===== src/rtl/tbss_pkg.sv =====
package tbss_pkg;

    localparam int unsigned NUM_SLOTS = 2;
    localparam int unsigned STORED_FRAGS = 3;
    localparam int unsigned FRAG_W = 32;
    localparam int unsigned IN_DATA_W = 56;
    localparam int unsigned OUT_DATA_W = 152;

    typedef enum logic [3:0] {
        SYNC_NONE     = 4'd0,
        SYNC_BS_VOICE = 4'd1,
        SYNC_BS_DATA  = 4'd2,
        SYNC_MS_VOICE = 4'd3,
        SYNC_MS_DATA  = 4'd4,
        SYNC_TS1_VOICE = 4'd5,
        SYNC_TS1_DATA = 4'd6,
        SYNC_TS2_VOICE = 4'd7,
        SYNC_TS2_DATA = 4'd8
    } sync_kind_t;

    typedef enum logic [1:0] {
        GRADE_BAD     = 2'd0,
        GRADE_OK      = 2'd1,
        GRADE_NEUTRAL = 2'd2
    } grade_t;

    typedef enum logic [2:0] {
        ACT_NONE    = 3'd0,
        ACT_IDLE    = 3'd1,
        ACT_VOICE   = 3'd2,
        ACT_CONTROL = 3'd3,
        ACT_DATA    = 3'd4
    } activity_t;

    typedef enum logic [1:0] {
        LCSS_SINGLE = 2'd0,
        LCSS_FIRST  = 2'd1,
        LCSS_LAST   = 2'd2,
        LCSS_CONT   = 2'd3
    } lcss_t;

    localparam logic [3:0] DT_VOICE_LC  = 4'd1;
    localparam logic [3:0] DT_IDLE      = 4'd2;
    localparam logic [3:0] DT_CSBK      = 4'd3;
    localparam logic [3:0] DT_IDLE_ALT  = 4'd9;

    localparam logic [2:0] POS_NONE = 3'd7;
    localparam logic [2:0] POS_LAST = 3'd5;
    localparam logic [1:0] EMB_RUN_MAX = 2'd3;
    localparam logic [4:0] COLOR_UNKNOWN = 5'h1F;

endpackage


===== src/rtl/tdma_burst_slot_sequencer.sv =====
// channel  | dir | tdata fields (lsb up)                                  | tuser
// s_axis   | in  | base_station, tact_ok, tact_slot_bit, slot_type_ok,     | sync_kind
//          |     | slot_type_cc, data_type, emb_ok, emb_cc, lcss,          |
//          |     | fragment, clear_proven (52 bits, zero-padded to 56)     |
// m_axis   | out | slot, grade, play_voice, voice_position, color_code,    | -
//          |     | activity, simplex_mode, lc_ready, lc_upper, lc_lower    |
//          |     | (145 bits, zero-padded to 152)                          |
// one burst per cycle unless m_axis stalls; state, result computed in the accept cycle
// the result appears in the output register in the cycle after acceptance
// s_axis_tready is high whenever the output register is empty or being drained
// rst_n clears all slot tracking state; the fragment words need no reset
module tdma_burst_slot_sequencer
(
    input  logic                               clk,
    input  logic                               rst_n,
    input  logic                               s_axis_tvalid,
    output logic                               s_axis_tready,
    // base_station, tact_ok, tact_slot_bit, slot_type_ok, slot_type_cc, data_type,
    // emb_ok, emb_cc, lcss, fragment, clear_proven
    input  logic [tbss_pkg::IN_DATA_W-1:0]     s_axis_tdata,
    // sync_kind
    input  logic [3:0]                         s_axis_tuser,
    output logic                               m_axis_tvalid,
    input  logic                               m_axis_tready,
    // slot, grade, play_voice, voice_position, color_code, activity, simplex_mode,
    // lc_ready, lc_upper, lc_lower
    output logic [tbss_pkg::OUT_DATA_W-1:0]    m_axis_tdata
);

    logic [3:0]  kind;
    logic        bs;
    logic        tact_ok;
    logic        tc;
    logic        st_ok;
    logic [3:0]  st_cc;
    logic [3:0]  dt;
    logic        emb_ok;
    logic [3:0]  emb_cc;
    logic [1:0]  lcss;
    logic [31:0] frag;
    logic        clr;

    assign kind    = s_axis_tuser;
    assign bs      = s_axis_tdata[0];
    assign tact_ok = s_axis_tdata[1];
    assign tc      = s_axis_tdata[2];
    assign st_ok   = s_axis_tdata[3];
    assign st_cc   = s_axis_tdata[7:4];
    assign dt      = s_axis_tdata[11:8];
    assign emb_ok  = s_axis_tdata[12];
    assign emb_cc  = s_axis_tdata[16:13];
    assign lcss    = s_axis_tdata[18:17];
    assign frag    = s_axis_tdata[50:19];
    assign clr     = s_axis_tdata[51];

    logic       prev_slot_reg, prev_slot_next;
    logic       direct_reg, direct_next;
    logic       simplex_reg, simplex_next;
    logic       proven_reg, proven_next;
    logic       disagree_reg, disagree_next;
    logic [2:0] pos_reg [tbss_pkg::NUM_SLOTS];
    logic [2:0] pos_next [tbss_pkg::NUM_SLOTS];
    logic [1:0] bad_run_reg [tbss_pkg::NUM_SLOTS];
    logic [1:0] bad_run_next [tbss_pkg::NUM_SLOTS];
    logic [1:0] frag_cnt_reg [tbss_pkg::NUM_SLOTS];
    logic [1:0] frag_cnt_next [tbss_pkg::NUM_SLOTS];
    logic [4:0] color_reg [tbss_pkg::NUM_SLOTS];
    logic [4:0] color_next [tbss_pkg::NUM_SLOTS];
    logic [2:0] act_reg [tbss_pkg::NUM_SLOTS];
    logic [2:0] act_next [tbss_pkg::NUM_SLOTS];
    logic [tbss_pkg::FRAG_W-1:0] frag_reg
        [tbss_pkg::NUM_SLOTS][tbss_pkg::STORED_FRAGS];

    logic        out_valid_reg;
    logic [tbss_pkg::OUT_DATA_W-1:0] out_data_reg;

    logic        accept;
    logic        slot;
    logic [1:0]  grade;
    logic        play;
    logic [2:0]  vpos;
    logic        ready;
    logic        frag_we;
    logic [1:0]  frag_idx;
    logic [63:0] upper;
    logic [63:0] lower;

    assign s_axis_tready = !out_valid_reg || m_axis_tready;
    assign accept = s_axis_tvalid && s_axis_tready;
    assign m_axis_tvalid = out_valid_reg;
    assign m_axis_tdata = out_data_reg;

    always_comb
    begin
        logic       is_data;
        logic       is_voice;
        logic [2:0] p;
        logic [1:0] n;
        logic [1:0] run;

        is_data  = (kind == tbss_pkg::SYNC_BS_DATA) || (kind == tbss_pkg::SYNC_MS_DATA)
                || (kind == tbss_pkg::SYNC_TS1_DATA) || (kind == tbss_pkg::SYNC_TS2_DATA);
        is_voice = (kind == tbss_pkg::SYNC_BS_VOICE) || (kind == tbss_pkg::SYNC_MS_VOICE)
                || (kind == tbss_pkg::SYNC_TS1_VOICE) || (kind == tbss_pkg::SYNC_TS2_VOICE);

        proven_next   = clr ? 1'b0 : proven_reg;
        disagree_next = disagree_reg;
        pos_next      = pos_reg;
        bad_run_next  = bad_run_reg;
        frag_cnt_next = frag_cnt_reg;
        color_next    = color_reg;
        act_next      = act_reg;
        grade    = tbss_pkg::GRADE_BAD;
        play     = 1'b0;
        vpos     = 3'd0;
        ready    = 1'b0;
        frag_we  = 1'b0;
        frag_idx = 2'd0;
        p        = 3'd0;
        n        = 2'd0;
        run      = 2'd0;

        if (kind >= tbss_pkg::SYNC_TS1_VOICE && kind <= tbss_pkg::SYNC_TS2_DATA)
            direct_next = 1'b1;
        else if (kind != tbss_pkg::SYNC_NONE)
            direct_next = 1'b0;
        else
            direct_next = direct_reg;

        if (bs || direct_next)
            simplex_next = 1'b0;
        else if (kind == tbss_pkg::SYNC_MS_VOICE || kind == tbss_pkg::SYNC_MS_DATA)
            simplex_next = 1'b1;
        else
            simplex_next = simplex_reg;

        // slot assignment with tact re-phase after two disagreements
        if (bs)
        begin
            slot = !prev_slot_reg;
            if (tact_ok)
            begin
                if (tc == slot)
                    disagree_next = 1'b0;
                else if (disagree_reg)
                begin
                    slot = tc;
                    disagree_next = 1'b0;
                end
                else
                    disagree_next = 1'b1;
            end
        end
        else if (kind == tbss_pkg::SYNC_TS1_VOICE || kind == tbss_pkg::SYNC_TS1_DATA)
            slot = 1'b0;
        else if (kind == tbss_pkg::SYNC_TS2_VOICE || kind == tbss_pkg::SYNC_TS2_DATA)
            slot = 1'b1;
        else if (direct_next && kind == tbss_pkg::SYNC_NONE)
            slot = !prev_slot_reg;
        else
            slot = 1'b0;
        prev_slot_next = slot;

        if (is_data)
        begin
            if (st_ok)
            begin
                color_next[slot] = {1'b0, st_cc};
                pos_next[slot] = tbss_pkg::POS_NONE;
                if (dt == tbss_pkg::DT_VOICE_LC)
                    act_next[slot] = tbss_pkg::ACT_VOICE;
                else if (dt == tbss_pkg::DT_IDLE || dt == tbss_pkg::DT_IDLE_ALT)
                    act_next[slot] = tbss_pkg::ACT_IDLE;
                else if (dt == tbss_pkg::DT_CSBK)
                    act_next[slot] = tbss_pkg::ACT_CONTROL;
                else
                    act_next[slot] = tbss_pkg::ACT_DATA;
                grade = tbss_pkg::GRADE_OK;
            end
        end
        else if (is_voice)
        begin
            pos_next[slot] = 3'd0;
            frag_cnt_next[slot] = 2'd0;
            bad_run_next[slot] = 2'd0;
            grade = tbss_pkg::GRADE_NEUTRAL;
            play = proven_next;
        end
        else if (pos_reg[slot] != tbss_pkg::POS_NONE)
        begin
            p = pos_reg[slot] + 3'd1;
            if (pos_reg[slot] >= tbss_pkg::POS_LAST)
                pos_next[slot] = tbss_pkg::POS_NONE;
            else
            begin
                pos_next[slot] = p;
                if (proven_next)
                begin
                    play = 1'b1;
                    vpos = p;
                end
                if (!emb_ok)
                begin
                    frag_cnt_next[slot] = 2'd0;
                    run = bad_run_reg[slot];
                    if (run != tbss_pkg::EMB_RUN_MAX)
                        run = run + 2'd1;
                    bad_run_next[slot] = run;
                    if (run == tbss_pkg::EMB_RUN_MAX)
                        pos_next[slot] = tbss_pkg::POS_NONE;
                end
                else
                begin
                    n = frag_cnt_reg[slot];
                    bad_run_next[slot] = 2'd0;
                    color_next[slot] = {1'b0, emb_cc};
                    act_next[slot] = tbss_pkg::ACT_VOICE;
                    if (lcss == tbss_pkg::LCSS_FIRST)
                    begin
                        frag_we = 1'b1;
                        frag_idx = 2'd0;
                        frag_cnt_next[slot] = 2'd1;
                    end
                    else if (lcss == tbss_pkg::LCSS_CONT && (n == 2'd1 || n == 2'd2))
                    begin
                        frag_we = 1'b1;
                        frag_idx = n;
                        frag_cnt_next[slot] = n + 2'd1;
                    end
                    else if (lcss == tbss_pkg::LCSS_LAST && n == 2'd3)
                    begin
                        frag_cnt_next[slot] = 2'd0;
                        ready = 1'b1;
                    end
                    else if (lcss != tbss_pkg::LCSS_SINGLE)
                        frag_cnt_next[slot] = 2'd0;
                    grade = tbss_pkg::GRADE_OK;
                end
            end
        end

        if (grade == tbss_pkg::GRADE_OK)
            proven_next = 1'b1;
    end

    assign upper = ready ? {frag_reg[slot][0], frag_reg[slot][1]} : 64'd0;
    assign lower = ready ? {frag_reg[slot][2], frag} : 64'd0;

    always_ff @(posedge clk or negedge rst_n)
    begin
        if (!rst_n)
        begin
            prev_slot_reg <= 1'b0;
            direct_reg    <= 1'b0;
            simplex_reg   <= 1'b0;
            proven_reg    <= 1'b0;
            disagree_reg  <= 1'b0;
            for (int i = 0; i < tbss_pkg::NUM_SLOTS; i++)
            begin
                pos_reg[i]      <= tbss_pkg::POS_NONE;
                bad_run_reg[i]  <= 2'd0;
                frag_cnt_reg[i] <= 2'd0;
                color_reg[i]    <= tbss_pkg::COLOR_UNKNOWN;
                act_reg[i]      <= tbss_pkg::ACT_NONE;
            end
            out_valid_reg <= 1'b0;
        end
        else
        begin
            if (accept)
            begin
                prev_slot_reg <= prev_slot_next;
                direct_reg    <= direct_next;
                simplex_reg   <= simplex_next;
                proven_reg    <= proven_next;
                disagree_reg  <= disagree_next;
                pos_reg       <= pos_next;
                bad_run_reg   <= bad_run_next;
                frag_cnt_reg  <= frag_cnt_next;
                color_reg     <= color_next;
                act_reg       <= act_next;
                out_valid_reg <= 1'b1;
            end
            else if (m_axis_tready)
                out_valid_reg <= 1'b0;
        end
    end

    always_ff @(posedge clk)
    begin
        if (accept)
        begin
            if (frag_we)
                frag_reg[slot][frag_idx] <= frag;
            out_data_reg <= {7'd0, lower, upper, ready, simplex_next,
                             act_next[slot], color_next[slot], vpos, play, grade, slot};
        end
    end

endmodule


===== config.mk =====
export PLATFORM = sky130hd
export DESIGN_NAME = tdma_burst_slot_sequencer
export DESIGN_NICKNAME = d
export VERILOG_FILES = /design/src/rtl/tbss_pkg.sv /design/src/rtl/tdma_burst_slot_sequencer.sv
export SDC_FILE = /design/constraint.sdc
export NUM_CORES = 1
export LEC_CHECK = 0
export BUFFER_PORTS_ARGS = -buffer_cell sky130_fd_sc_hd__buf_4
export CORE_ASPECT_RATIO = 1.5
export CORE_MARGIN = 2
export CORE_UTILIZATION = 25
export DETAILED_ROUTE_END_ITERATION = 16
export PLACE_DENSITY = 0.38
export SYNTH_ARGS = -nofsm -noshare
export SYNTH_HDL_FRONTEND = slang
export SYNTH_SLANG_ARGS = --single-unit

===== constraint.sdc =====
create_clock -name clk -period 6.9 [get_ports clk]
set_clock_uncertainty 0.2 [all_clocks]
set_input_delay 0.69 -clock clk [delete_from_list [all_inputs] [get_ports clk]]
set_output_delay 0.69 -clock clk [all_outputs]
set_load 0.05 [all_outputs]

# Word-level counts from Yosys, hierarchy flattened
# Memories as Yosys holds them, arrays and structs flattened. A register that Yosys moved wholly into a read port is not among the register bits.
# Cells that the tools add are included.
# classes
n_addsub	3
magnitude_cmp	7
n_eq_ne	26
muxes	120
bitwise_logic	27
n_reduce_logical	34
# op_table
cell	count
6-bit 2-to-1 mux	16
96-bit 2-to-1 mux	1
32-bit demux with 2-bit select	1
10-bit 2-to-1 mux	6
4-bit 2-to-1 mux	12
2-bit 2-to-1 mux	22
1-bit 2-to-1 mux	42
32-bit 2-to-1 mux	1
3-bit 2-to-1 mux	7
4-bit AND	5
10-bit bitwise mux	2
5-bit 2-to-1 mux	4
4-bit by 2-bit equality test with 1-bit output (second input constant)	4
4-bit by 3-bit equality test with 1-bit output (second input constant)	4
4-bit NOT	4
1-bit logical OR	13
6-bit OR	2
2-bit equality test (second input constant)	5
4-bit bitwise mux	2
4-bit by 1-bit equality test with 1-bit output (second input constant)	2
4-bit equality test (second input constant)	2
2-bit OR	4
1-bit logical AND	7
6-bit AND	1
other kinds (33)	48
# word_totals
regBits	181
ramBits	192
in_bits	64
output_inout_bits	154
wordCells	238
n_memories	1
# mem_list
name	words	word_bits	rd	rd_clocked_by_memory_dff	wr	line	rtl
frag_reg	2	96	1	1	1	tdma_burst_slot_sequencer.sv:71	logic [tbss_pkg::FRAG_W-1:0] frag_reg

# Depth between registers and ports, before layout
# depth
ltp_word	28
ltp_mapped	19
mapped_depth_nobuf	14

# Worst setup path after synthesis
# No wires, ideal clock.
# synth_timing
kind	input port to flip-flop
start	in s_axis_tuser[0]
end	mem frag_reg[0][0] (netlist bit) (enable)
setup_time_ns	0.461
arrival_ns	6.112
t_required_ns	6.239
path_slack_ns	0.127
path_stages	16
n_path_buf	5
cell_sequence	buf_2 -> and4b_1 -> nor2_1 -> a21o_1 -> buf_2 -> buf_2 -> clkbuf_1 -> a21o_1 -> inv_1 -> ha_1 -> clkbuf_1 -> o21ai_0 -> a211oi_1 -> a211oi_1 -> nand3_1 -> nor3_1
# synth_between
elab_chain_len	28
elab_cells_between_ends	64
cone_classes	order compare (5); eq/ne (11); mux (31); bitwise (2); reduce/logical (15)
# synth_rtl
item	line	rtl
from (decl)	tdma_burst_slot_sequencer.sv:22	input logic [3:0] s_axis_tuser,
4-bit by 3-bit greater-or-equal comparator with 1-bit output (tied with other cells)	tdma_burst_slot_sequencer.sv:123	if (kind >= tbss_pkg::SYNC_TS1_VOICE && kind <= tbss_pkg::SYNC_TS2_DATA)
1-bit logical AND / 1-bit 2-to-1 mux (equally long branches)	tdma_burst_slot_sequencer.sv:123, tdma_burst_slot_sequencer.sv:125	
1-bit 2-to-1 mux	tdma_burst_slot_sequencer.sv:123	
1-bit logical AND	tdma_burst_slot_sequencer.sv:158	else if (direct_next && kind == tbss_pkg::SYNC_NONE)
1-bit 2-to-1 mux	tdma_burst_slot_sequencer.sv:158	
1-bit 2-to-1 mux	tdma_burst_slot_sequencer.sv:156	else if (kind == tbss_pkg::SYNC_TS2_VOICE || kind == tbss_pkg::SYNC_TS2_DATA)
1-bit 2-to-1 mux	tdma_burst_slot_sequencer.sv:154	else if (kind == tbss_pkg::SYNC_TS1_VOICE || kind == tbss_pkg::SYNC_TS1_DATA)
1-bit 2-to-1 mux	tdma_burst_slot_sequencer.sv:138	if (bs)
[... 12 more ...]	--	
2-bit 2-to-1 mux	tdma_burst_slot_sequencer.sv:181	else if (is_voice)
2-bit 2-to-1 mux	tdma_burst_slot_sequencer.sv:164	if (is_data)
2-bit NOT with 3-bit output (not written as such)	tdma_burst_slot_sequencer.sv:294	frag_reg[slot][frag_idx] <= frag;
3-bit greater-or-equal comparator (not written as such) / 3-bit by 1-bit less-than comparator with 1-bit output (equally long branches)	tdma_burst_slot_sequencer.sv:294	
1-bit logical AND (not written as such)	tdma_burst_slot_sequencer.sv:294	
32-bit 2-to-1 mux (not written as such)	tdma_burst_slot_sequencer.sv:294	
32-bit demux with 2-bit select	tdma_burst_slot_sequencer.sv:294	
96-bit 2-to-1 mux (not written as such)	tdma_burst_slot_sequencer.sv:294	
to (decl)	tdma_burst_slot_sequencer.sv:71	
# Several ways; a longest one is shown, not always the timed one. The select of a mux whose other input is x is not followed.

# Worst setup path after layout
# layout_timing
start	reg prev_slot_reg
end	reg out_data_reg (netlist bit m_axis_tdata[106]), data pin
# layout_between
elab_chain_len	19
elab_cells_between_ends	32
cone_classes	order compare (1); eq/ne (5); mux (21); bitwise (1); reduce/logical (4)
# layout_rtl
item	line	rtl
from (decl)	tdma_burst_slot_sequencer.sv:56	logic prev_slot_reg, prev_slot_next;
from (signal assigned)	tdma_burst_slot_sequencer.sv:272	prev_slot_reg <= prev_slot_next;
1-bit zero test (*)	tdma_burst_slot_sequencer.sv:140, tdma_burst_slot_sequencer.sv:159	
1-bit 2-to-1 mux (tied with other cells)	tdma_burst_slot_sequencer.sv:158	
1-bit 2-to-1 mux (on tied branches)	tdma_burst_slot_sequencer.sv:156, tdma_burst_slot_sequencer.sv:143	
1-bit 2-to-1 mux (on tied branches)	tdma_burst_slot_sequencer.sv:154, tdma_burst_slot_sequencer.sv:141	
1-bit 2-to-1 mux (*)	tdma_burst_slot_sequencer.sv:138	
1-bit NOT with 2-bit output (not written as such) (*)	tdma_burst_slot_sequencer.sv:189, tdma_burst_slot_sequencer.sv:192, tdma_burst_slot_sequencer.sv:214	
2-bit 2-to-1 mux (not written as such) (3 in a row)	tdma_burst_slot_sequencer.sv:214	n = frag_cnt_reg[slot];
2-bit equality test (tied with other cells)	tdma_burst_slot_sequencer.sv:230	else if (lcss == tbss_pkg::LCSS_LAST && n == 2'd3)
1-bit logical AND / 1-bit logical OR (equally long branches)	tdma_burst_slot_sequencer.sv:230, tdma_burst_slot_sequencer.sv:224	
1-bit 2-to-1 mux / 1-bit logical AND (equally long branches)	tdma_burst_slot_sequencer.sv:230, tdma_burst_slot_sequencer.sv:224	
1-bit 2-to-1 mux	tdma_burst_slot_sequencer.sv:224	else if (lcss == tbss_pkg::LCSS_CONT && (n == 2'd1 || n == 2'd2))
1-bit 2-to-1 mux	tdma_burst_slot_sequencer.sv:218	if (lcss == tbss_pkg::LCSS_FIRST)
1-bit 2-to-1 mux	tdma_burst_slot_sequencer.sv:202	if (!emb_ok)
1-bit 2-to-1 mux	tdma_burst_slot_sequencer.sv:192	if (pos_reg[slot] >= tbss_pkg::POS_LAST)
1-bit 2-to-1 mux (*)	tdma_burst_slot_sequencer.sv:189	else if (pos_reg[slot] != tbss_pkg::POS_NONE)
1-bit 2-to-1 mux (*)	tdma_burst_slot_sequencer.sv:181	
1-bit 2-to-1 mux (*)	tdma_burst_slot_sequencer.sv:164	
to (signal assigned)	tdma_burst_slot_sequencer.sv:295	out_data_reg <= {7'd0, lower, upper, ready, simplex_next,
to (decl)	tdma_burst_slot_sequencer.sv:75	logic [tbss_pkg::OUT_DATA_W-1:0] out_data_reg;
# Mark *: on every way between the ends. The rest lies on a longest branch, timed or not. The select of a mux whose other input is x is not followed.
# A chain may end at the register's enable or synchronous reset.

==> flow_metrics.py <==
metrics = {
    "global_routing": {
        "grtUsageTotal": 0.138,
        "antenna_found_initial": 0,
        "gr-total-overflow": 0,
        "grt_max_degree": 93,
        "grt_pass1_vias": 9141,
        "grt_pass1_wl_um": 61800,
    },
    "place": {
        "portBuffers": 206,
        "dpl.hpwl_um": 25100,
        "gp_congestion": 0.800,
        "placed_area_mm2": 0.0170,
        "placedCellCount": 1954,
    },
    "clocking": {
        "cts_sinks": 373,
        "path_clk_slew_ns": 0.06,
        "cts_tree": "done",
        "cts_resized": 0,
        "postCtsSetupBuffers": 0,
        "numCtsBuffers": 40,
        "clk_latency_ns": 0.55,
        "cts_root_buf": "clkbuf_16",
        "htreeDepth": 2,
        "cts.path.max_buffers": 3,
    },
    "timing": {
        "max_slew.worst_pin.slew_ns": 1.11,
        "report.final.setup_viol": 0,
        "slew_violations": 0,
        "rsz0062_at_grt": "false",
        "fin_crit_ns": 5.27,
        "setup_tns_ns": 0,
        "hold_viol": 0,
        "fin_crit_sh": 0.763,
        "fmax_mhz": 190,
        "relSlewSlack": 0.259,
    },
    "power_and_ir_drop": {
        "p_per_area_mw_per_mm2": 313,
        "total_power_w": 0.00574,
        "p_leak_nw": 6.63,
        "ir_drop_uv": 172,
    },
    "logic_synthesis": {
        "syn-instance-count": 1009,
        "synth_seq_cells": 373,
        "async_reset_ff_frac": 0.0965,
        "ys_seq_area_frac": 0.760,
        "syn-cell-area_mm2": 0.0145,
        "yosysTopAreaCell": "edfxtp_1",
        "synth_flop_cell": "edfxtp_1",
        "yosysWarnings": 0,
        "avgSynthCellArea_um2": 14.4,
        "synthTopCellsByArea": "edfxtp_1 (70%), nand2_1 (5.9%), dfrtp_1 (3.4%)",
        "synth-edff-count": 337,
        "yosys.area.top_type_share": 0.696,
        "synth_cell_type_count": 61,
    },
    "final_layout": {
        "syn2layout_area_growth_pct": 26.2,
        "drive_above_1_share": 0.288,
        "num-nets-final": 1295,
        "antenna_cells": 0,
        "fin_cells": 2028,
        "postLayoutCoreUtil": 0.318,
        "finalInstanceArea_mm2": 0.0183,
        "largest_reg_flops": 192,
    },
    "worst_setup_path": {
        "end_kind": "flop",
        "required_ns": 6.99,
        "path_buf_inv": 2,
        "crit_fanout": 33,
        "start_kind": "flop",
        "critPathTopFamily": "compound AO/OA/AOI/OAI gates",
        "critPathMaxStageDelay_ns": 0.89,
        "cp.arrival_ns": 5.36,
        "path_cells": "a21oi_1 > a311oi_2 > a21o_4 > nand2_1 > nand2_1 > ha_1 > ha_1 > nand3b_1 > mux2i_1 > buf_4 > and3_1 > o21ai_4 > inv_2 > and2_1",
        "crit_slowest_cell": "o21ai_4",
        "critPathKind": "reg2reg",
    },
    "drt": {
        "drt_iter0_markers": 286,
        "routed_via_density": 4.38,
        "route.detailed.drc": 0,
        "highest_layer": "met4",
        "wl_met2_um": 21700,
        "dr_wl_met3_um": 2210,
        "vias": 8877,
        "wl_per_cell_um": 20.7,
        "wirelength_um": 41900,
        "ant_nets": 0,
        "wirelength_met1_um": 17000,
        "dr.pass1.iters": 5,
    },
    "die": {
        "initial_core_util": 0.252,
        "fp.dieW_um": 201,
        "dieHeight_um": 299,
        "ioPinCount": 218,
        "coreArea_mm2": 0.0577,
        "die_area_mm2": 0.0601,
        "num_rows": 108,
    },
    "hold_path": {
        "hp-class": "in2reg",
    },
    "outcome": {
        "status": "finished clean",
    },
    "flow_run": {
        "cap_violations": 0,
    },
}
routing by layer:
metal,vias to the layer above,GRT usage
met5,-,0
li1,4119,-
met3,61,0.0339
met1,4473,0.162
met2,224,0.249
met4,0,0.0430
cell usage after synthesis (6+ instances only):
library cell  number
o21ai_0           15
nand3_1           10
buf_4              7
buf_2              8
a41oi_1            6
edfxtp_1         337
and2_1            39
a21oi_2           40
nor3_1             8
mux2_2             6
a211oi_1           7
o2bb2ai_1         12
nand2b_1           6
nand2_1          228
a21oi_1           71
a22oi_1            7
a31oi_1            9
clkbuf_1          32
nand3b_1           8
mux2i_1            6
and3_1             9
inv_1             15
nor2_1            24
dfrtp_1           20
dfstp_2           16
power by group:
part           internal, W  switching (W)  leakage, nW
logic             0.000264       0.000598         2.42
registers          0.00262      0.0000856         3.58
clock network      0.00126       0.000907        0.632
total              0.00415        0.00159         6.63
per-stage QoR:
| stage | setup slack (ns) | hold slack [ns] |
|---|---|---|
| global placement | 1.07 | 0.271 |
| floorplan | 0.127 | 0.194 |
| finish | 1.63 | 0.159 |
| CTS | 1.45 | 0.114 |
| global route | 1.15 | 0.137 |
| detailed placement | 1.04 | 0.275 |
final timing paths:
path,from,endpoint,slack (ns),cells after the start
setup / recovery,prev_slot_reg,m_axis_tdata[106],1.63,14
hold / removal,s_axis_tvalid,m_axis_tvalid,0.16,2
setup reg to reg,prev_slot_reg,m_axis_tdata[106],1.63,14
hold reg to reg,color_reg[2],color_reg[2],0.28,1
max in group asynchronous,rst_n,color_reg[4],5.65,2
min in group asynchronous,rst_n,m_axis_tvalid,0.46,2
cell usage in the layout (no fill, tap or decap), drive strengths merged, types with 9 or more instances in the layout:
| master | count |
|---|---|
| buf | 222 |
| dfrtp | 20 |
| nor2 | 24 |
| nor3 | 9 |
| dfstp | 16 |
| a21oi | 111 |
| o21ai | 18 |
| a31oi | 9 |
| and2 | 39 |
| and3 | 9 |
| nand2 | 228 |
| nand3 | 10 |
| clkinv | 14 |
| inv | 19 |
| edfxtp | 337 |
| clkbuf | 53 |
| o2bb2ai | 12 |
timing repair:
item,4_1_cts,5_1_grt
hold buffers,1,0
setup endpoints to repair,0,0
hold endpoints to repair,20,0
area by class of cell:
type,count,area (um2)
fillers,5743,39400
multi-input cells,571,3240
well taps,770,963
clock inverters,20,235
inverters,18,75.1
clock buffers,53,1050
flip-flops and latches,373,11000
repair buffers,223,1740
logic make-up (layout without fill, tap and decap cells):
family | Yosys count | in the layout | synth area share
AO/OA/AOI/OAI | 195 | 195 | 0.0946
XOR/XNOR | 2 | 2 | 0.00172
adder cells (fa/ha/maj) | 4 | 4 | 0.00344
buffers and inverters | 71 | 314 | 0.0234
flip-flops | 373 | 373 | 0.760
multiplexers | 12 | 12 | 0.00878
other | 1 | 7 | 0.000258
AND/OR/NAND/NOR | 351 | 351 | 0.108
Note: power is estimated with default switching activity, not from simulation.
